[src/rtl/fee_pkg.sv]
// Shared types, constants and helper functions for the filename escape encoder.
package fee_pkg;

  // Name and symbol geometry
  localparam int SYMBOL_BITS    = 12;
  localparam int NAME_MAX_BYTES = 255;
  localparam int ACC_W          = 21;
  localparam int CNT_W          = 5;
  localparam int CP_W           = 16;

  // Queue between front and back
  localparam int QUEUE_DEPTH = 4;
  localparam int QPTR_W      = $clog2(QUEUE_DEPTH);
  localparam int QCNT_W      = $clog2(QUEUE_DEPTH + 1);

  // Code point base and UTF-8 framing bytes
  localparam logic [CP_W-1:0] SYM_BASE    = 16'h4E00;
  localparam logic [7:0]      UTF8_LEAD   = 8'hE0;
  localparam logic [7:0]      UTF8_CONT   = 8'h80;
  localparam logic [7:0]      UTF8_LOW6   = 8'h3F;
  localparam logic [7:0]      UTF8_LOW4   = 8'h0F;
  localparam logic [7:0]      CHAR_SLASH  = 8'h2F;
  localparam logic [7:0]      CHAR_DOT    = 8'h2E;
  localparam logic [7:0]      CHAR_NUL    = 8'h00;
  localparam logic [3:0]      PREFIX_MAX  = 4'd8;

  // Configuration register indexes
  localparam logic [1:0] REG_PREFIX_BYTES  = 2'd0;
  localparam logic [1:0] REG_PREFIX_LENGTH = 2'd1;
  localparam logic [1:0] REG_HEX_LIMIT     = 2'd2;

  // Output segments of one job, in emission order
  localparam int         NSEG       = 6;
  localparam logic [2:0] SEG_PREFIX = 3'd0;
  localparam logic [2:0] SEG_LSYM   = 3'd1;
  localparam logic [2:0] SEG_HEX    = 3'd2;
  localparam logic [2:0] SEG_SYMA   = 3'd3;
  localparam logic [2:0] SEG_SYMB   = 3'd4;
  localparam logic [2:0] SEG_ZERO   = 3'd5;

  typedef struct packed {
    logic [63:0] prefix_bytes;
    logic [3:0]  prefix_length;
    logic [7:0]  hex_limit;
  } fee_cfg_t;

  // One classified item, ready to be spelled out byte by byte
  typedef struct packed {
    logic [NSEG-1:0] mask;
    logic [7:0]      hex_byte;
    logic [CP_W-1:0] lsym_cp;
    logic [CP_W-1:0] syma_cp;
    logic [CP_W-1:0] symb_cp;
    logic            last;
    logic            status;
  } fee_job_t;

  // Lower-case hex character for one nibble
  function automatic logic [7:0] hex_char(input logic [3:0] nib);
    logic [7:0] c;
    if (nib < 4'd10) c = 8'h30 + {4'h0, nib};
    else             c = 8'h57 + {4'h0, nib};
    return c;
  endfunction

  // Code point for a symbol value
  function automatic logic [CP_W-1:0] sym_cp(input logic [SYMBOL_BITS-1:0] v);
    return SYM_BASE + CP_W'(v);
  endfunction

  // Byte k of the three-byte UTF-8 spelling of a code point
  function automatic logic [7:0] sym_byte(input logic [CP_W-1:0] cp, input logic [1:0] k);
    logic [7:0] b;
    case (k)
      2'd0:    b = UTF8_LEAD | ({4'h0, cp[15:12]} & UTF8_LOW4);
      2'd1:    b = UTF8_CONT | ({2'b00, cp[11:6]} & UTF8_LOW6);
      default: b = UTF8_CONT | ({2'b00, cp[5:0]} & UTF8_LOW6);
    endcase
    return b;
  endfunction

endpackage

[src/rtl/fee_front.sv]
// Front end: accepts name bytes, tracks per-name state and builds output jobs.
module fee_front (
  input  logic              clk,
  input  logic              rst_n,
  input  fee_pkg::fee_cfg_t cfg,
  input  logic              in_valid,
  output logic              in_ready,
  input  logic [7:0]        in_name_byte,
  input  logic [7:0]        in_name_length,
  input  logic              q_full,
  output logic              q_push,
  output fee_pkg::fee_job_t q_job
);
  import fee_pkg::*;

  localparam logic [CNT_W-1:0] SB_C = CNT_W'(SYMBOL_BITS);

  logic [ACC_W-1:0] acc_r, acc_nxt;
  logic [CNT_W-1:0] cnt_r, cnt_nxt;
  logic [7:0]       pos_r, pos_nxt;
  logic             inv_r, inv_nxt;
  logic             fwd_r, fwd_nxt;

  logic             accept, first, last, hex_tier, zero_len;
  logic [8:0]       pos_inc;
  logic [ACC_W-1:0] acc_sh, acc_a;
  logic [CNT_W-1:0] cnt_sum, cnt_a;
  logic             sym_full, pad;
  logic [SYMBOL_BITS-1:0] syma_val, padv, lsym_val;
  logic             bad_byte, dot_name;

  assign in_ready = !q_full;
  assign accept   = in_valid && in_ready;

  // Item classification
  always_comb begin
    zero_len = (in_name_length == 8'd0);
    pos_inc  = {1'b0, pos_r} + 9'd1;
    first    = (pos_r == 8'd0);
    last     = (pos_inc >= {1'b0, in_name_length});
    hex_tier = (in_name_length <= cfg.hex_limit);
  end

  // Bit grouping for the symbol tier; at most one full group per byte
  always_comb begin
    acc_sh   = {acc_r[ACC_W-9:0], in_name_byte};
    cnt_sum  = cnt_r + CNT_W'(8);
    sym_full = (cnt_sum >= SB_C);
    cnt_a    = sym_full ? cnt_sum - SB_C : cnt_sum;
    syma_val = SYMBOL_BITS'(acc_sh >> cnt_a);
    acc_a    = acc_sh & ((ACC_W'(1) << cnt_a) - ACC_W'(1));
    pad      = last && (cnt_a != '0);
    padv     = SYMBOL_BITS'(acc_a << (SB_C - cnt_a));
    lsym_val = SYMBOL_BITS'(in_name_length);
  end

  // Validity tracking
  always_comb begin
    bad_byte = (in_name_byte == CHAR_SLASH) || (in_name_byte == CHAR_NUL) ||
               (in_name_length > 8'(NAME_MAX_BYTES));
    dot_name = last && (in_name_byte == CHAR_DOT) &&
               (((pos_r == 8'd0) && (in_name_length == 8'd1)) ||
                ((pos_r == 8'd1) && (in_name_length == 8'd2) && fwd_r));
    inv_nxt  = inv_r || bad_byte || dot_name;
  end

  // Job assembly
  always_comb begin
    q_job          = '0;
    q_job.hex_byte = in_name_byte;
    q_job.lsym_cp  = sym_cp(lsym_val);
    q_job.syma_cp  = sym_cp(syma_val);
    q_job.symb_cp  = sym_cp(padv);
    if (zero_len) begin
      q_job.mask[SEG_ZERO] = 1'b1;
      q_job.last           = 1'b1;
      q_job.status         = 1'b1;
    end else begin
      q_job.mask[SEG_PREFIX] = first && (cfg.prefix_length != 4'd0);
      q_job.mask[SEG_LSYM]   = first && !hex_tier;
      q_job.mask[SEG_HEX]    = hex_tier;
      q_job.mask[SEG_SYMA]   = !hex_tier && sym_full;
      q_job.mask[SEG_SYMB]   = !hex_tier && pad;
      q_job.last             = last;
      q_job.status           = inv_nxt;
    end
    // items that only feed the accumulator produce no job
    q_push = accept && (q_job.mask != '0);
  end

  // Per-name state update
  always_comb begin
    acc_nxt = acc_r;
    cnt_nxt = cnt_r;
    pos_nxt = pos_r;
    fwd_nxt = fwd_r;
    if (accept) begin
      if (zero_len || last) begin
        acc_nxt = '0;
        cnt_nxt = '0;
        pos_nxt = '0;
        fwd_nxt = 1'b0;
      end else begin
        pos_nxt = pos_r + 8'd1;
        if (!hex_tier) begin
          acc_nxt = acc_a;
          cnt_nxt = cnt_a;
        end
        if (first && (in_name_byte == CHAR_DOT)) fwd_nxt = 1'b1;
      end
    end
  end

  always_ff @(posedge clk) begin
    if (!rst_n) begin
      acc_r <= '0;
      cnt_r <= '0;
      pos_r <= '0;
      inv_r <= 1'b0;
      fwd_r <= 1'b0;
    end else begin
      acc_r <= acc_nxt;
      cnt_r <= cnt_nxt;
      pos_r <= pos_nxt;
      fwd_r <= fwd_nxt;
      if (accept) inv_r <= (zero_len || last) ? 1'b0 : inv_nxt;
    end
  end

endmodule

[src/rtl/fee_queue.sv]
// Short job queue between the front end and the back end.
module fee_queue (
  input  logic              clk,
  input  logic              rst_n,
  input  logic              push,
  input  fee_pkg::fee_job_t push_job,
  output logic              full,
  input  logic              pop,
  output logic              head_valid,
  output fee_pkg::fee_job_t head_job
);
  import fee_pkg::*;

  fee_job_t          slot_r [QUEUE_DEPTH];
  logic [QPTR_W-1:0] wr_r, wr_nxt, rd_r, rd_nxt;
  logic [QCNT_W-1:0] cnt_r, cnt_nxt;
  logic              do_pop;

  assign full       = (cnt_r == QCNT_W'(QUEUE_DEPTH));
  assign head_valid = (cnt_r != '0);
  assign head_job   = slot_r[rd_r];
  assign do_pop     = pop && head_valid;

  // Pointer and fill count
  always_comb begin
    wr_nxt  = push ? wr_r + QPTR_W'(1) : wr_r;
    rd_nxt  = do_pop ? rd_r + QPTR_W'(1) : rd_r;
    cnt_nxt = cnt_r + QCNT_W'(push) - QCNT_W'(do_pop);
  end

  always_ff @(posedge clk) begin
    if (!rst_n) begin
      wr_r  <= '0;
      rd_r  <= '0;
      cnt_r <= '0;
    end else begin
      wr_r  <= wr_nxt;
      rd_r  <= rd_nxt;
      cnt_r <= cnt_nxt;
    end
  end

  // Storage
  always_ff @(posedge clk) begin
    if (push) slot_r[wr_r] <= push_job;
  end

endmodule

[src/rtl/fee_back.sv]
// Back end: spells each job out one byte per cycle into the output register, while the receiver takes them.
module fee_back (
  input  logic              clk,
  input  logic              rst_n,
  input  fee_pkg::fee_cfg_t cfg,
  input  logic              q_valid,
  input  fee_pkg::fee_job_t q_job,
  output logic              q_pop,
  output logic              out_valid,
  input  logic              out_ready,
  output logic [7:0]        out_byte,
  output logic              out_last_of_name,
  output logic              out_status
);
  import fee_pkg::*;

  logic            busy_r, busy_nxt;
  fee_job_t        job_r, job_nxt;
  logic [NSEG-1:0] rem_r, rem_nxt, rem_after;
  logic [2:0]      idx_r, idx_nxt;

  logic            ov_r, ov_nxt;
  logic [7:0]      ob_r, ob_nxt;
  logic            ol_r, ol_nxt;
  logic            os_r, os_nxt;

  logic [2:0]      seg;
  logic [2:0]      seg_last_idx;
  logic [3:0]      plen;
  logic [7:0]      cur_byte;
  logic            can_emit, seg_done, job_done;

  assign out_valid        = ov_r;
  assign out_byte         = ob_r;
  assign out_last_of_name = ol_r;
  assign out_status       = os_r;

  // Current segment: lowest pending one
  always_comb begin
    seg = SEG_ZERO;
    for (int i = NSEG - 1; i >= 0; i--) begin
      if (rem_r[i]) seg = 3'(i);
    end
  end

  // Byte for the current segment and position
  always_comb begin
    plen = (cfg.prefix_length > PREFIX_MAX) ? PREFIX_MAX : cfg.prefix_length;
    case (seg)
      SEG_PREFIX: begin
        seg_last_idx = 3'(plen - 4'd1);
        cur_byte     = cfg.prefix_bytes[{3'd7 - idx_r, 3'b000} +: 8];
      end
      SEG_LSYM: begin
        seg_last_idx = 3'd2;
        cur_byte     = sym_byte(job_r.lsym_cp, idx_r[1:0]);
      end
      SEG_HEX: begin
        seg_last_idx = 3'd1;
        cur_byte     = (idx_r == 3'd0) ? hex_char(job_r.hex_byte[7:4])
                                       : hex_char(job_r.hex_byte[3:0]);
      end
      SEG_SYMA: begin
        seg_last_idx = 3'd2;
        cur_byte     = sym_byte(job_r.syma_cp, idx_r[1:0]);
      end
      SEG_SYMB: begin
        seg_last_idx = 3'd2;
        cur_byte     = sym_byte(job_r.symb_cp, idx_r[1:0]);
      end
      default: begin
        seg_last_idx = 3'd0;
        cur_byte     = 8'h00;
      end
    endcase
  end

  // Sequencing and job load
  always_comb begin
    can_emit  = busy_r && (!ov_r || out_ready);
    seg_done  = (idx_r == seg_last_idx);
    rem_after = rem_r;
    if (seg_done) rem_after[seg] = 1'b0;
    job_done  = can_emit && seg_done && (rem_after == '0);
    q_pop     = q_valid && (!busy_r || job_done);

    busy_nxt = busy_r;
    job_nxt  = job_r;
    rem_nxt  = rem_r;
    idx_nxt  = idx_r;
    if (q_pop) begin
      busy_nxt = 1'b1;
      job_nxt  = q_job;
      rem_nxt  = q_job.mask;
      idx_nxt  = '0;
    end else if (job_done) begin
      busy_nxt = 1'b0;
    end else if (can_emit) begin
      rem_nxt = rem_after;
      idx_nxt = seg_done ? 3'd0 : idx_r + 3'd1;
    end
  end

  // Output register: a transfer frees it for the next byte
  always_comb begin
    ov_nxt = ov_r;
    ob_nxt = ob_r;
    ol_nxt = ol_r;
    os_nxt = os_r;
    if (can_emit) begin
      ov_nxt = 1'b1;
      ob_nxt = cur_byte;
      ol_nxt = job_done && job_r.last;
      os_nxt = job_done && job_r.last && job_r.status;
    end else if (out_ready) begin
      ov_nxt = 1'b0;
    end
  end

  always_ff @(posedge clk) begin
    if (!rst_n) begin
      busy_r <= 1'b0;
      rem_r  <= '0;
      idx_r  <= '0;
      ov_r   <= 1'b0;
    end else begin
      busy_r <= busy_nxt;
      rem_r  <= rem_nxt;
      idx_r  <= idx_nxt;
      ov_r   <= ov_nxt;
    end
  end

  always_ff @(posedge clk) begin
    job_r <= job_nxt;
    ob_r  <= ob_nxt;
    ol_r  <= ol_nxt;
    os_r  <= os_nxt;
  end

endmodule

[src/rtl/filename_escape_encoder_unit.sv]
// Top level of the filename escape encoder: configuration registers and the front/back pipeline.
//
// Escapes one file name per run of input transfers: each name byte arrives with the
// name's total length, and the block emits the configured prefix followed by either two
// lower-case hex characters per byte (names up to hex_limit bytes) or a length symbol and
// 12-bit groups of the name's bits, each as a three-byte UTF-8 code point from 0x4E00.
// The final byte of a name carries last_of_name and the validity status; a zero-length
// item yields a single 0x00 byte marked last and invalid. The back end writes one output
// byte per cycle while the receiver takes them, so a name byte yields two output bytes in
// the hex tier and zero, three or six in the symbol tier (two on average at 12 bits per
// group); the first byte of a name adds one output byte per prefix byte, plus three for
// the length symbol in the symbol tier. The front end takes one input transfer per cycle
// while its four-entry job queue has room, so input and output stall independently.
// Configuration writes take effect at once and are expected only while the block is idle.
module filename_escape_encoder_unit (
  input  logic        clk,
  input  logic        rst_n,
  input  logic        cfg_we,
  input  logic [1:0]  cfg_index,
  input  logic [63:0] cfg_wdata,
  input  logic        in_valid,
  output logic        in_ready,
  input  logic [7:0]  in_name_byte,
  input  logic [7:0]  in_name_length,
  output logic        out_valid,
  input  logic        out_ready,
  output logic [7:0]  out_byte,
  output logic        out_last_of_name,
  output logic        out_status
);
  import fee_pkg::*;

  fee_cfg_t cfg_r;
  fee_job_t push_job, head_job;
  logic     q_full, q_push, q_pop, q_valid;

  // Configuration registers
  always_ff @(posedge clk) begin
    if (!rst_n) begin
      cfg_r.prefix_bytes  <= '0;
      cfg_r.prefix_length <= '0;
      cfg_r.hex_limit     <= 8'd16;
    end else if (cfg_we) begin
      case (cfg_index)
        REG_PREFIX_BYTES:  cfg_r.prefix_bytes  <= cfg_wdata;
        REG_PREFIX_LENGTH: cfg_r.prefix_length <= cfg_wdata[3:0];
        REG_HEX_LIMIT:     cfg_r.hex_limit     <= cfg_wdata[7:0];
        default: ;
      endcase
    end
  end

  fee_front u_front (
    .clk            (clk),
    .rst_n          (rst_n),
    .cfg            (cfg_r),
    .in_valid       (in_valid),
    .in_ready       (in_ready),
    .in_name_byte   (in_name_byte),
    .in_name_length (in_name_length),
    .q_full         (q_full),
    .q_push         (q_push),
    .q_job          (push_job)
  );

  fee_queue u_queue (
    .clk        (clk),
    .rst_n      (rst_n),
    .push       (q_push),
    .push_job   (push_job),
    .full       (q_full),
    .pop        (q_pop),
    .head_valid (q_valid),
    .head_job   (head_job)
  );

  fee_back u_back (
    .clk              (clk),
    .rst_n            (rst_n),
    .cfg              (cfg_r),
    .q_valid          (q_valid),
    .q_job            (head_job),
    .q_pop            (q_pop),
    .out_valid        (out_valid),
    .out_ready        (out_ready),
    .out_byte         (out_byte),
    .out_last_of_name (out_last_of_name),
    .out_status       (out_status)
  );

endmodule

[config.mk]
export PLATFORM = sky130hd
export DESIGN_NAME = filename_escape_encoder_unit
export DESIGN_NICKNAME = d
export VERILOG_FILES = /design/src/rtl/fee_pkg.sv /design/src/rtl/fee_front.sv /design/src/rtl/fee_queue.sv /design/src/rtl/fee_back.sv /design/src/rtl/filename_escape_encoder_unit.sv
export SDC_FILE = /design/constraint.sdc
export NUM_CORES = 1
export LEC_CHECK = 0
export BUFFER_PORTS_ARGS = -buffer_cell sky130_fd_sc_hd__buf_4
export CAP_MARGIN = 30
export CELL_PAD_IN_SITES_DETAIL_PLACEMENT = 1
export CELL_PAD_IN_SITES_GLOBAL_PLACEMENT = 2
export CORE_ASPECT_RATIO = 2
export CORE_MARGIN = 8
export CORE_UTILIZATION = 43
export CTS_CLUSTER_DIAMETER = 80
export DETAILED_ROUTE_END_ITERATION = 12
export HOLD_SLACK_MARGIN = 0.05
export PLACE_DENSITY = 0.83
export SLEW_MARGIN = 25
export SYNTH_ARGS = -nofsm -noshare
export SYNTH_HDL_FRONTEND = slang
export SYNTH_SLANG_ARGS = --single-unit
[constraint.sdc]
create_clock -name clk -period 5.8 [get_ports clk]
set_clock_uncertainty 0.05 [all_clocks]
set_input_delay 1.74 -clock clk [delete_from_list [all_inputs] [get_ports clk]]
set_output_delay 1.74 -clock clk [all_outputs]
set_load 0.01 [all_outputs]
# Word-level counts from Yosys, hierarchy flattened
# Memories as Yosys holds them, arrays and structs flattened. A register that Yosys moved wholly into a read port is not among the register bits.
# Index checks and enable logic that the tools add are counted.
# word_totals
in_bits	87
mem_count	1
latch_bits	0
ff_bits	190
ramBits	256
out_inout_bits	12
mem_bits_ro	0
wordCells	178
# op_classes
addsub	20
order_cmp	9
reduce_logical	58
multipliers	0
bitwise	5
div_mod_pow	0
eq_ne	16
mux	41
n_shift	4
# memory_table
memory	depth	word_bits	rd	rd_ports_with_merged_regs	wr	line	text
u_queue.slot_r	4	64	1	1	1	fee_queue.sv:14	fee_job_t slot_r [QUEUE_DEPTH];
# op_table
op	n
64-bit by 7-bit indexed part select with 8-bit output	1
7-bit case mux with 2 select lines	3
8-bit case mux with 5 select lines	1
15-bit by 12-bit adder with 16-bit output, first input constant	2
8-bit 2-to-1 mux	4
13-bit 2-to-1 mux	2
8-bit zero test	3
6-bit 2-to-1 mux	4
21-bit AND	1
1-bit logical AND	21
1-bit by 5-bit left shift with 21-bit output, first input constant	1
21-bit by 5-bit left shift with 12-bit output	1
21-bit by 5-bit >> shifter with 12-bit output	1
21-bit by 1-bit subtractor with 21-bit output, second input constant	1
5-bit 2-to-1 mux	4
3-bit 2-to-1 mux	6
15-bit by 8-bit adder with 16-bit output, first input constant	1
7-bit by 4-bit adder with 8-bit output, first input constant	2
8-bit by 1-bit equality test with 1-bit output, second input constant	2
8-bit by 6-bit equality test with 1-bit output, second input constant	2
6-bit by 4-bit adder with 7-bit output, first input constant	2
2-bit AND reduction	7
1-bit 2-to-1 mux	12
8-bit by 1-bit adder with 9-bit output, second input constant	1
44 further kinds	68

# Logic depth before layout (Yosys ltp)
# Gate-level depths: netlist of the first run.
# depth
ltp_word	19
mapped_depth	17
depth_no_buf	16

# Modules after synthesis
# A second synthesis of the first run with hierarchy kept.
# unflattened
hier_cells	1416
hier_area_um2	19767.7
# by_module_without_submodules
mod	area_per_inst_um2	instances	seq_area_each_um2	cells_per_inst
fee_queue	9785.6	1	7867.5	379
fee_back	4015.1	1	2262.2	314
filename_escape_encoder_unit	3055.4	1	1521.5	320
fee_front	2911.5	1	520.5	403

# Worst setup path after synthesis of the first run
# OpenSTA, ideal clock, no wires.
# synth_timing
kind	input -> register
startpoint	in in_name_length[7]
endpoint	mem u_queue.slot_r[0][0] (netlist name), enable pin
path_stages	8
t_arrival_ns	4.192
n_path_buf	0
required_ns	5.337
setup_time_ns	0.413
setup_slack_ns	1.145
cell_sequence	inv_1 -> ha_1 -> and3_1 -> nand3_1 -> o21ai_2 -> nand2_1 -> a31oi_4 -> and2_1
# synth_between
elab_chain_len	8
elab_cells_between_ends	14
cone_classes	order compare (2); mux (4); reduce/logical (8)
# synth_lines
item	line	text
start, declared	filename_escape_encoder_unit.sv:24	input logic [7:0] in_name_length,
9-bit by 8-bit >= comparator with 1-bit output / 8-bit less-or-equal comparator (equally long branches)	fee_front.sv:40, fee_front.sv:41	
1-bit logical AND / 1-bit zero test (equally long branches)	-	
1-bit logical AND, on equally long branches	fee_front.sv:83, fee_front.sv:80, fee_front.sv:82	
5-bit 2-to-1 mux	fee_front.sv:74	if (zero_len) begin
6-bit nonzero test (*)	fee_front.sv:88	q_push = accept && (q_job.mask != '0);
1-bit logical AND (*)	fee_front.sv:88	
via q_push	filename_escape_encoder_unit.sv:35	logic q_full, q_push, q_pop, q_valid;
1-bit 2-to-1 mux (*)	fee_queue.sv:45	if (push) slot_r[wr_r] <= push_job;
1-bit 2-to-1 mux (implied by the code) (*)	fee_queue.sv:45	
end, declared	fee_queue.sv:14	
# The timed path passes the listed nets; every way through them passes the cells marked *.

# Worst setup path in the final report of the first run
# layout_timing
startpoint	reg u_front.cnt_r[3]
endpoint	mem u_queue.slot_r[3][12] (netlist name), enable pin
# layout_between
elab_chain_len	11
elab_cells_between_ends	13
cone_classes	add/sub (2); order compare (1); mux (4); reduce/logical (6)
# layout_lines
item	line	text
start, declared	fee_front.sv:19	logic [CNT_W-1:0] cnt_r, cnt_nxt;
start signal, assigned	fee_front.sv:123	cnt_r <= cnt_nxt;
5-bit by 4-bit adder with 5-bit output (*)	fee_front.sv:47	cnt_sum = cnt_r + CNT_W'(8);
5-bit by 4-bit subtractor with 5-bit output / 5-bit by 4-bit >= comparator with 1-bit output (equally long branches)	fee_front.sv:49, fee_front.sv:48	
5-bit 2-to-1 mux	fee_front.sv:49	cnt_a = sym_full ? cnt_sum - SB_C : cnt_sum;
5-bit nonzero test	fee_front.sv:52	pad = last && (cnt_a != '0);
1-bit logical AND	fee_front.sv:52	
1-bit logical AND	fee_front.sv:83	q_job.mask[SEG_SYMB] = !hex_tier && pad;
5-bit 2-to-1 mux (*)	fee_front.sv:74	
6-bit nonzero test (*)	fee_front.sv:88	
1-bit logical AND (*)	fee_front.sv:88	
via q_push	filename_escape_encoder_unit.sv:35	
1-bit 2-to-1 mux (*)	fee_queue.sv:45	
1-bit 2-to-1 mux (implied by the code) (*)	fee_queue.sv:45	
# Marked as above.

==> reports/qor.yml, run 1 <==
outcome: "finished, final reports clean"
fin_total_pwr_mw: 8.70
post-place-ws_ns: 1.04
switchingPower_mw: 2.80
io_pins: 99
tritoncts: "built"
synth.top_cell.area_share_pct: 46.1
synth.distinct_cells: 76
drive_above_1_share_pct: 19.8
yosys_warnings: 0
leakage_nw: 6.66
drc: 0
synth.top_cells.by_area: "edfxtp_1 46%, dfxtp_1 15%, mux4_2 9.0%"
worstMarginPinSlew_ns: 0.914
finalMaxSlewViolations: 0
gr-usage-met2_pct: 37.8
cp.required_ns: 5.91
die_area_sq_mm: 0.0454
ys_async_sr_fraction_pct: 0
post_drt_wl_per_cell_um: 23.3
use_met3_pct: 2.68
reg2reg_from: "u_front.cnt_r[3]"
grt_pass1_vias: 11300
finalNetCount: 1483
synthFlopType: "edfxtp_1"
vias_per_cell: 5.64
drv_cap: 0
clk_latency_ns: 0.54
instances_no_fill: 1845
port_buffers: 98
worst_setup_path_end_kind: "register"
pwr_density_cell_mw_per_mm2: 460
power_frac_comb_pct: 28.9
firstDrtPassIters: 6
max_freq_ghz: 0.233
area_delta_synth_final_pct: 14.4
p_clk_share_pct: 26.8
syn_inst: 1276
power_frac_seq_pct: 44.3
critical_path.slowest_cell: "or4b_2"
die_w_um: 155
ys_seq_area_share_pct: 60.9
cts.htree.levels: 2
cp-startpoint: "u_front.cnt_r[3]"
p_int_mw: 5.90
synth_area_leader_cell: "edfxtp_1"
max_stage_delay_ns: 0.69
rows: 101
hpwl_mm: 31.5
ys_ff_latch: 376
post_cts_buffers: 0
antennaDiodeCount: 0
path_cells: "inv_1 > ha_1 > inv_1 > ha_1 > or4b_2 > o21ai_1 > buf_4 > nor2_1 > nand2_1 > nand2_1 > a31oi_4 > and2_2 > buf_4"
initial_utilization_pct: 43.6
chipHeight_um: 293
critPathMaxFanout: 42
vias: 10400
top_usage_layer: "met2"
hp-class: "register to register"
fin_setup_tns_ns: 0
syn-num-nets: 1402
path_delay_family: "simple AND/OR/NAND/NOR gates"
crit_buf_inv: 4
cts_hold_buffers: 0
grt_first_pass_wirelength_mm: 66.6
coreArea_sq_mm: 0.0379
gr-usage-met1_pct: 18.8
rsz0062_at_grt: "no"
max_slew_margin_pct: 38.6
hold_viol_final: 0
fillers: 3802
ant_nets: 0
r2r_slack_ns: 1.50
arrival_ns: 4.41
routabilityCongestion: 0.834
worst_slack_ns: 1.50
syn_area_sq_mm: 0.0165
cts_buffer_depth: 3
synth_edf_count: 254
switching_share_pct: 32.2
setup_violations: 0
startpoint_type: "register"
clock_sinks: 376
synth_area_per_cell_sq_um: 13.0
period_share_pct: 74.1
postCtsResizedCells: 0
max-vdd-ir-drop_uv: 206
path_class: "register to register"
wl_mm: 43.0
hp-start: "cfg_r[31]"
tritoncts.num_buffers: 34
clockRootBuffer: "clkbuf_16"
grt_max_degree: 76
grt_overflow: 0
path_clk_slew_ns: 0.07
detail_route.iter0.violations: 406
antenna_found_initial: 0
dp_cells: 1784
fin_crit_ns: 4.30
track_usage_pct: 19.1
kinds of logic after synthesis:
group | after synthesis | share of synthesized area, %
muxes | 105 | 11.4
buffers and inverters | 118 | 2.97
adders and majority gates | 40 | 3.06
AOI/OAI and AO/OA | 224 | 9.51
xor gates and xnor gates | 17 | 0.946
other | 1 | 0.0227
DFF | 376 | 60.9
and+or+nand+nor | 395 | 11.2
final timing paths:
check / to / depth (start not counted)
max reg2reg: u_queue.slot_r[3][12] / 13
max: u_queue.slot_r[3][12] / 13
min: cfg_r[31] / 2
min reg2reg: cfg_r[31] / 2
cells in the mapped netlist (3+ instances only):
cell / count
a22o_1: 8
clkbuf_1: 50
a21boi_0: 70
nor3b_1: 6
o21ai_0: 41
a31oi_1: 6
nand4b_1: 3
nand3b_1: 3
a211oi_1: 7
nand3_1: 42
inv_1: 42
o211ai_1: 8
nand2_1: 218
ha_1: 38
nor2b_1: 18
dfxtp_1: 122
nor3_1: 15
buf_1: 9
o22ai_1: 6
edfxtp_1: 254
mux2_2: 10
a21oi_1: 32
a22oi_1: 6
nand2b_1: 6
and2_1: 17
buf_2: 10
nor4_1: 3
and3_1: 9
mux2i_1: 29
o31ai_1: 6
nor2_1: 34
buf_6: 3
xnor2_1: 14
mux4_2: 66
a21o_1: 6
nand4_1: 6
flip-flops by register name, summed over array words and instances (netlist names), named ones only:
| signal | cells |
|---|---|
| u_front.cnt_r | 3 |
| u_back.out_byte | 8 |
| cfg_r | 76 |
| u_back.job_r | 44 |
| u_back.out_last_of_name | 1 |
| u_queue.cnt_r | 3 |
| u_back.out_valid | 1 |
| u_back.busy_r | 1 |
| u_front.fwd_r | 1 |
| u_back.out_status | 1 |
| u_back.rem_r | 6 |
| u_queue.wr_r | 2 |
| u_front.inv_r | 1 |
| u_queue.slot_r | 200 |
| u_front.pos_r | 8 |
| u_queue.rd_r | 2 |
| u_front.acc_r | 13 |
| u_back.idx_r | 3 |
per-stage QoR:
stage                     utilization [%]  instance area, sq um  hold slack [ns]
after CTS                            49.9                 18900            0.417
after global routing                 49.9                 18900            0.432
after floorplan                         -                 16500            0.379
after detailed placement             46.9                 17800            0.407
final                                49.9                 18900            0.414
after global placement               46.8                 17700            0.397
power by group through the flow:
stage / combinational [mW] / clock [mW] / sequential (mW)
after floorplan: 1.71 / 0 / 3.80
after detailed placement: 2.54 / 0 / 3.91
after CTS: 2.55 / 2.38 / 3.86
after global placement: 2.44 / 0 / 3.87
after global routing: 2.74 / 2.47 / 3.89
final: 2.51 / 2.33 / 3.86
worst min-delay path: stages, from the launching register on:
cell and delay [ns]:
dfxtp_1 0.31, nand2_1 0.05, a21boi_0 0.06
routing by layer:
metal	share of wire, %	routed length, um	vias to the layer above
li1	-	-	4869
met1	35	15200	5223
met2	57	24500	226
met3	3.3	1440	93
met4	4.4	1900	0
met5	0	0	-
final cells by class:
cell class                      count  area [sq um]  share of cell area (%)
Clock buffer                       45           933                    4.93
Clock inverter                     16           219                    1.16
Inverter                           44           170                   0.900
Multi-Input combinational cell    782          5990                    31.7
Sequential cell                   376         10100                    53.3
Tap cell                          463           579                    3.06
Timing Repair Buffer              119           951                    5.03
cell usage in the layout (no fill, tap or decap), drive strengths merged, types with 15 or more instances in the layout:
cell	instances
edfxtp	254
nand2	218
dfxtp	122
buf	119
a21boi	71
mux4	66
inv	45
clkbuf	45
o21ai	44
nand3	42
ha	38
nor2	35
a21oi	33
mux2i	29
nor2b	18
and2	17
nor3	15
xnor2	15
Note: power is estimated with default switching activity, not from simulation.
==> run 2: changes to the inputs <==
clock period = 4.1 ns   (was 5.8 ns; I/O delays follow)
==> reports/qor.yml, run 2 (synthesized netlist as in run 1, its figures left out) <==
rows: 101  # unchanged
cts.htree.levels: 2  # unchanged
antenna_found_initial: 0  # unchanged
path_clk_slew_ns: 0.07  # about the same
tritoncts: "built"
die_w_um: 155  # unchanged
wl_mm: 42.6  # -0.96%
cts_buffer_depth: 3  # unchanged
finalNetCount: 1501  # +1.2%
min_path_cells: 2  # unchanged
detail_route.iter0.violations: 494  # +22%
r2r_cells: 16  # +3
port_buffers: 98  # unchanged
grt_first_pass_wirelength_mm: 65.9  # -0.99%
die_area_sq_mm: 0.0454  # unchanged
clockRootBuffer: "clkbuf_16"
antennaDiodeCount: 0  # unchanged
drc: 0  # unchanged
ant_nets: 0  # unchanged
tritoncts.num_buffers: 34  # unchanged
cp.required_ns: 4.48  # -1.43 ns
pwr_density_cell_mw_per_mm2: 654  # +42%
layout_commonest_cell: "edfxtp_1"
min_to: "u_front.inv_r"
post-route-util_pct: 50.6  # +0.69 points
largest_registers: "u_queue.slot_r: 200 flops, cfg_r: 76 flops, u_back.job_r: 44 flops"
post_drt_wl_per_cell_um: 22.9  # -2.0%
reg2reg_from: "u_front.pos_r[2]"
vias: 10400  # +0.27%
setup_violations: 0  # unchanged
fin_setup_tns_ns: 0  # unchanged
drive_above_1_share_pct: 21.1  # +1.3 points
postCtsResizedCells: 0  # unchanged
hp-start: "u_front.inv_r"
hold_viol_final: 0  # unchanged
chipHeight_um: 293  # unchanged
clk_latency_ns: 0.54  # about the same
track_usage_pct: 18.9  # -0.19 points
post_cts_buffers: 0  # unchanged
hpwl_mm: 31.0  # -1.7%
largest_reg_flops: 200  # unchanged
r2r_slack_ns: 0.29  # -1.22 ns
area_delta_synth_final_pct: 16.0
io_pins: 99  # unchanged
grt_max_degree: 75  # -1.3%
vias_per_cell: 5.60  # -0.75%
critPathMaxFanout: 8  # -81%
fin_worst_hold_slack_ns: 0.409  # -0.00476 ns
fin_crit_ns: 3.81  # -0.483 ns
max_freq_ghz: 0.262  # +13%
rsz0062_at_grt: "no"
hp-class: "register to register"
initial_utilization_pct: 43.6  # unchanged
routabilityCongestion: 0.816  # -2.2%
startpoint_type: "register"
leakage_nw: 6.78  # +1.9%
finalMaxSlewViolations: 0  # unchanged
max-vdd-ir-drop_uv: 322  # +57%
coreArea_sq_mm: 0.0379  # unchanged
period_share_pct: 93.0  # +19 points
outcome: "finished, final reports clean"
cts_hold_buffers: 0  # unchanged
max_slew_margin_pct: 45.9  # +7.3 points
arrival_ns: 4.20  # -0.21 ns
path_class: "register to register"
clock_sinks: 376  # unchanged
worstMarginPinSlew_ns: 0.806  # -0.109 ns
worst_setup_path_end_kind: "register"
firstDrtPassIters: 4  # -2
grt_pass1_vias: 11300  # -0.34%
r2r_end: "u_queue.cnt_r[2]"
top_register: "u_queue.slot_r"
drv_cap: 0  # unchanged
final_cell_mix: "254 x edfxtp_1, 218 x nand2_1, 128 x buf_4"
grt_overflow: 0  # unchanged
## run 2: how the worst max path moves through the flow
stage                                  from                to  slack, ns  cells after the start
after detailed placement  in_name_length[7]  u_queue.cnt_r[2]       0.04                     14
after global placement    in_name_length[6]  u_queue.cnt_r[2]       0.13                     14
final                      u_front.pos_r[2]  u_queue.cnt_r[2]       0.29                     16
after floorplan                   out_ready  u_queue.cnt_r[2]       0.13                     15
after CTS                  u_front.pos_r[2]  u_queue.cnt_r[2]       0.22                     16
after global routing       u_front.pos_r[2]  u_queue.cnt_r[2]       0.02                     16
## run 2: final cells by class
cell class	instances	area, sq um
Clock buffer	45	943
Fill cell	3838	18700
Clock inverter	17	280
Sequential cell	376	10100
Multi-Input combinational cell	782	5990
Timing Repair Buffer	137	1140
Tap cell	463	579
Inverter	44	170
## run 2: layer usage
layer / vias to the layer above / part of all wire (%) / wire length, um / track usage (%)
li1: 4911 / - / - / -
met1: 5262 / 36 / 15300 / 18.9
met2: 191 / 57 / 24300 / 37.8
met3: 75 / 3.3 / 1410 / 2.84
met4: 0 / 3.6 / 1530 / 7.49
met5: - / 0 / 0 / 0
## run 2: through the flow
stage	instance area [sq um]	setup WS, ns	std cells	total power [mW]
after CTS	19100	0.220	1862	12.7
after detailed placement	17900	0.0425	1800	9.19
after global routing	19200	0.0182	1864	13.1
after floorplan	16500	0.129	1276	7.79
after global placement	17900	0.130	1800	9.01
final	19200	0.286	1864	12.5
## run 2: report_power, final
part	total, mW	internal (mW)	switching [mW]
sequential	5.51	5.10	0.407
combinational	3.55	1.42	2.13
clock	3.47	2.03	1.44
## run 2: worst max-delay path: stages, from the launching register on
cell and delay [ns]:
dfxtp_1 0.48, nand3_1 0.21, nor2_1 0.17, nand3_1 0.11
xnor2_1 0.21, ha_1 0.28, and3_1 0.21, a22o_1 0.21
a311oi_2 0.27, o21ai_2 0.12, nand2_1 0.16, a31oi_4 0.15
ha_1 0.25, fa_1 0.38, xnor2_1 0.22, xnor2_1 0.08
and2_1 0.15
==> run 3: changes to the inputs <==
CORE_MARGIN = 2   (was 8)
==> reports/qor.yml, run 3 (synthesized netlist as in run 1, its figures left out) <==
firstDrtPassIters: 5  # +1
grt_pass1_vias: 11700  # +3.4%
clk_latency_ns: 0.53  # about the same
antenna_found_initial: 0  # unchanged
worstMarginPinSlew_ns: 0.817  # +0.0113 ns
path_cells: "inv_1 > ha_1 > inv_1 > ha_1 > or4b_2 > o21ai_1 > nor2_1 > nand2_1 > nand2_1 > a31oi_4 > buf_4 > and2_2 > buf_12"
arrival_ns: 3.98  # -0.22 ns
fin_crit_ns: 3.80  # -0.0118 ns
power_frac_seq_pct: 44.4  # +0.4 points
drc: 0  # unchanged
wl_mm: 43.8  # +2.7%
worst_slack_ns: 0.298  # +0.0118 ns
initial_utilization_pct: 43.6  # unchanged
switchingPower_mw: 4.01  # +0.95%
chipHeight_um: 281  # -4.1%
reg2reg_from: "u_front.cnt_r[3]"
largest_registers: "u_queue.slot_r: 200 flops, cfg_r: 76 flops, u_back.job_r: 44 flops"
vias: 10600  # +1.2%
instances_no_fill: 1887  # +1.2%
fin_total_pwr_mw: 12.6  # +0.23%
crit_buf_inv: 4  # +4
p_clk_share_pct: 26.9  # -0.8 points
routabilityCongestion: 0.825  # +1.2%
r2r_end: "u_queue.slot_r[0][8]"
switching_share_pct: 32.0  # +0.23 points
path_class: "register to register"
detail_route.iter0.violations: 511  # +3.4%
grt_overflow: 0  # unchanged
port_buffers: 98  # unchanged
area_delta_synth_final_pct: 16.8
grt_first_pass_wirelength_mm: 67.8  # +2.9%
max-vdd-ir-drop_uv: 301  # -6.4%
path_delay_family: "simple AND/OR/NAND/NOR gates"
cp-startpoint: "u_front.cnt_r[3]"
vias_per_cell: 5.60  # about the same
post_cts_buffers: 0  # unchanged
tritoncts: "built"
r2r_slack_ns: 0.30  # about the same
max_stage_delay_ns: 0.68  # +0.20 ns
top_register: "u_queue.slot_r"
tritoncts.num_buffers: 35  # +2.9%
hp-start: "cfg_r[22]"
finalNetCount: 1526  # +1.7%
outcome: "finished, final reports clean"
max_freq_ghz: 0.263  # +0.31%
largest_reg_flops: 200  # unchanged
die_area_sq_mm: 0.0401  # -12%
worstSetupEndpoint: "u_queue.slot_r[0][8]"
post-place-ws_ns: 0.137  # +0.0942 ns
dr_wl_met2_mm: 25.5  # +4.7%
clock_sinks: 376  # unchanged
critical_path.slowest_cell: "or4b_2"
worst_setup_path_end_kind: "register"
power_frac_comb_pct: 28.7  # +0.3 points
fin_worst_hold_slack_ns: 0.415  # +0.00608 ns
placed_area_sq_mm: 0.0181  # +1.2%
r2r_cells: 13  # -3
fin_setup_tns_ns: 0  # unchanged
antennaDiodeCount: 0  # unchanged
wl_met1_mm: 15.3  # -0.27%
cp.required_ns: 4.28  # -0.20 ns
final_area_sq_mm: 0.0193  # +0.72%
startpoint_type: "register"
path_clk_slew_ns: 0.07  # about the same
dp_cells: 1826  # +1.4%
drv_cap: 0  # unchanged
max_slew_margin_pct: 45.5  # -0.34 points
hold_viol_final: 0  # unchanged
dr_wl_met3_mm: 1.15  # -19%
post_drt_wl_per_cell_um: 23.2  # +1.4%
hp-class: "register to register"
leakage_nw: 6.90  # +1.7%
period_share_pct: 92.7  # -0.29 points
coreArea_sq_mm: 0.0379  # unchanged
cts_buffer_depth: 3  # unchanged
ant_nets: 0  # unchanged
finalMaxSlewViolations: 0  # unchanged
highest_layer: "met4"
critPathMaxFanout: 16  # +8
p_int_mw: 8.55  # -0.11%
cp.depth: 13  # -3
final_cell_mix: "254 x edfxtp_1, 218 x nand2_1, 152 x buf_4"
cts.htree.levels: 2  # unchanged
track_usage_pct: 22.3  # +3.4 points
setup_violations: 0  # unchanged
rows: 101  # unchanged
drive_above_1_share_pct: 22.3  # +1.2 points
hpwl_mm: 32.6  # +5.2%
post-route-util_pct: 51.0  # +0.37 points
grt_max_degree: 70  # -6.7%
clockRootBuffer: "clkbuf_16"
die_w_um: 143  # -7.8%
pwr_density_cell_mw_per_mm2: 650  # -0.49%
io_pins: 99  # unchanged
layout_commonest_cell: "edfxtp_1"
fillers: 3869  # +0.81%
## run 3: cell type report
cell class	instances	area, sq um	area share, %
Inverter	44	170	0.881
Clock buffer	46	980	5.07
Clock inverter	15	193	0.998
Timing Repair Buffer	161	1320	6.84
Tap cell	463	579	3.00
Sequential cell	376	10100	52.2
Multi-Input combinational cell	782	6000	31.0
## run 3: per-layer routing
metal	up-vias	GRT usage, %
met1	5300	22.9
met2	205	44.9
met5	-	0
li1	4977	-
met3	87	2.27
met4	0	9.06
## run 3: power groups by stage
stage | Clock [mW] | Combinational, mW | Sequential [mW]
final | 3.38 | 3.60 | 5.58
after global routing | 3.57 | 3.94 | 5.66
after CTS | 3.46 | 3.65 | 5.59
after detailed placement | 0 | 3.62 | 5.67
after global placement | 0 | 3.50 | 5.60
after floorplan | 0 | 2.42 | 5.36
## run 3: worst min-delay path by stage
stage	endpoint	cells after the start	slack, ns
floorplan	u_front.inv_r	2	0.38
global placement	u_front.inv_r	2	0.40
detailed placement	cfg_r[22]	2	0.41
CTS	cfg_r[22]	2	0.42
global route	cfg_r[69]	2	0.45
finish	cfg_r[22]	2	0.42
## run 3: timing repair
item / 4_1_cts / 5_1_grt
setup endpoints to repair: 0 / 4
resized for setup: 0 / 1
hold buffers: 0 / 0
## run 3: worst min-delay path, stage by stage (launching register included)
cell and delay (ns):
dfxtp_1 0.31, nand2_1 0.05, a21boi_0 0.06
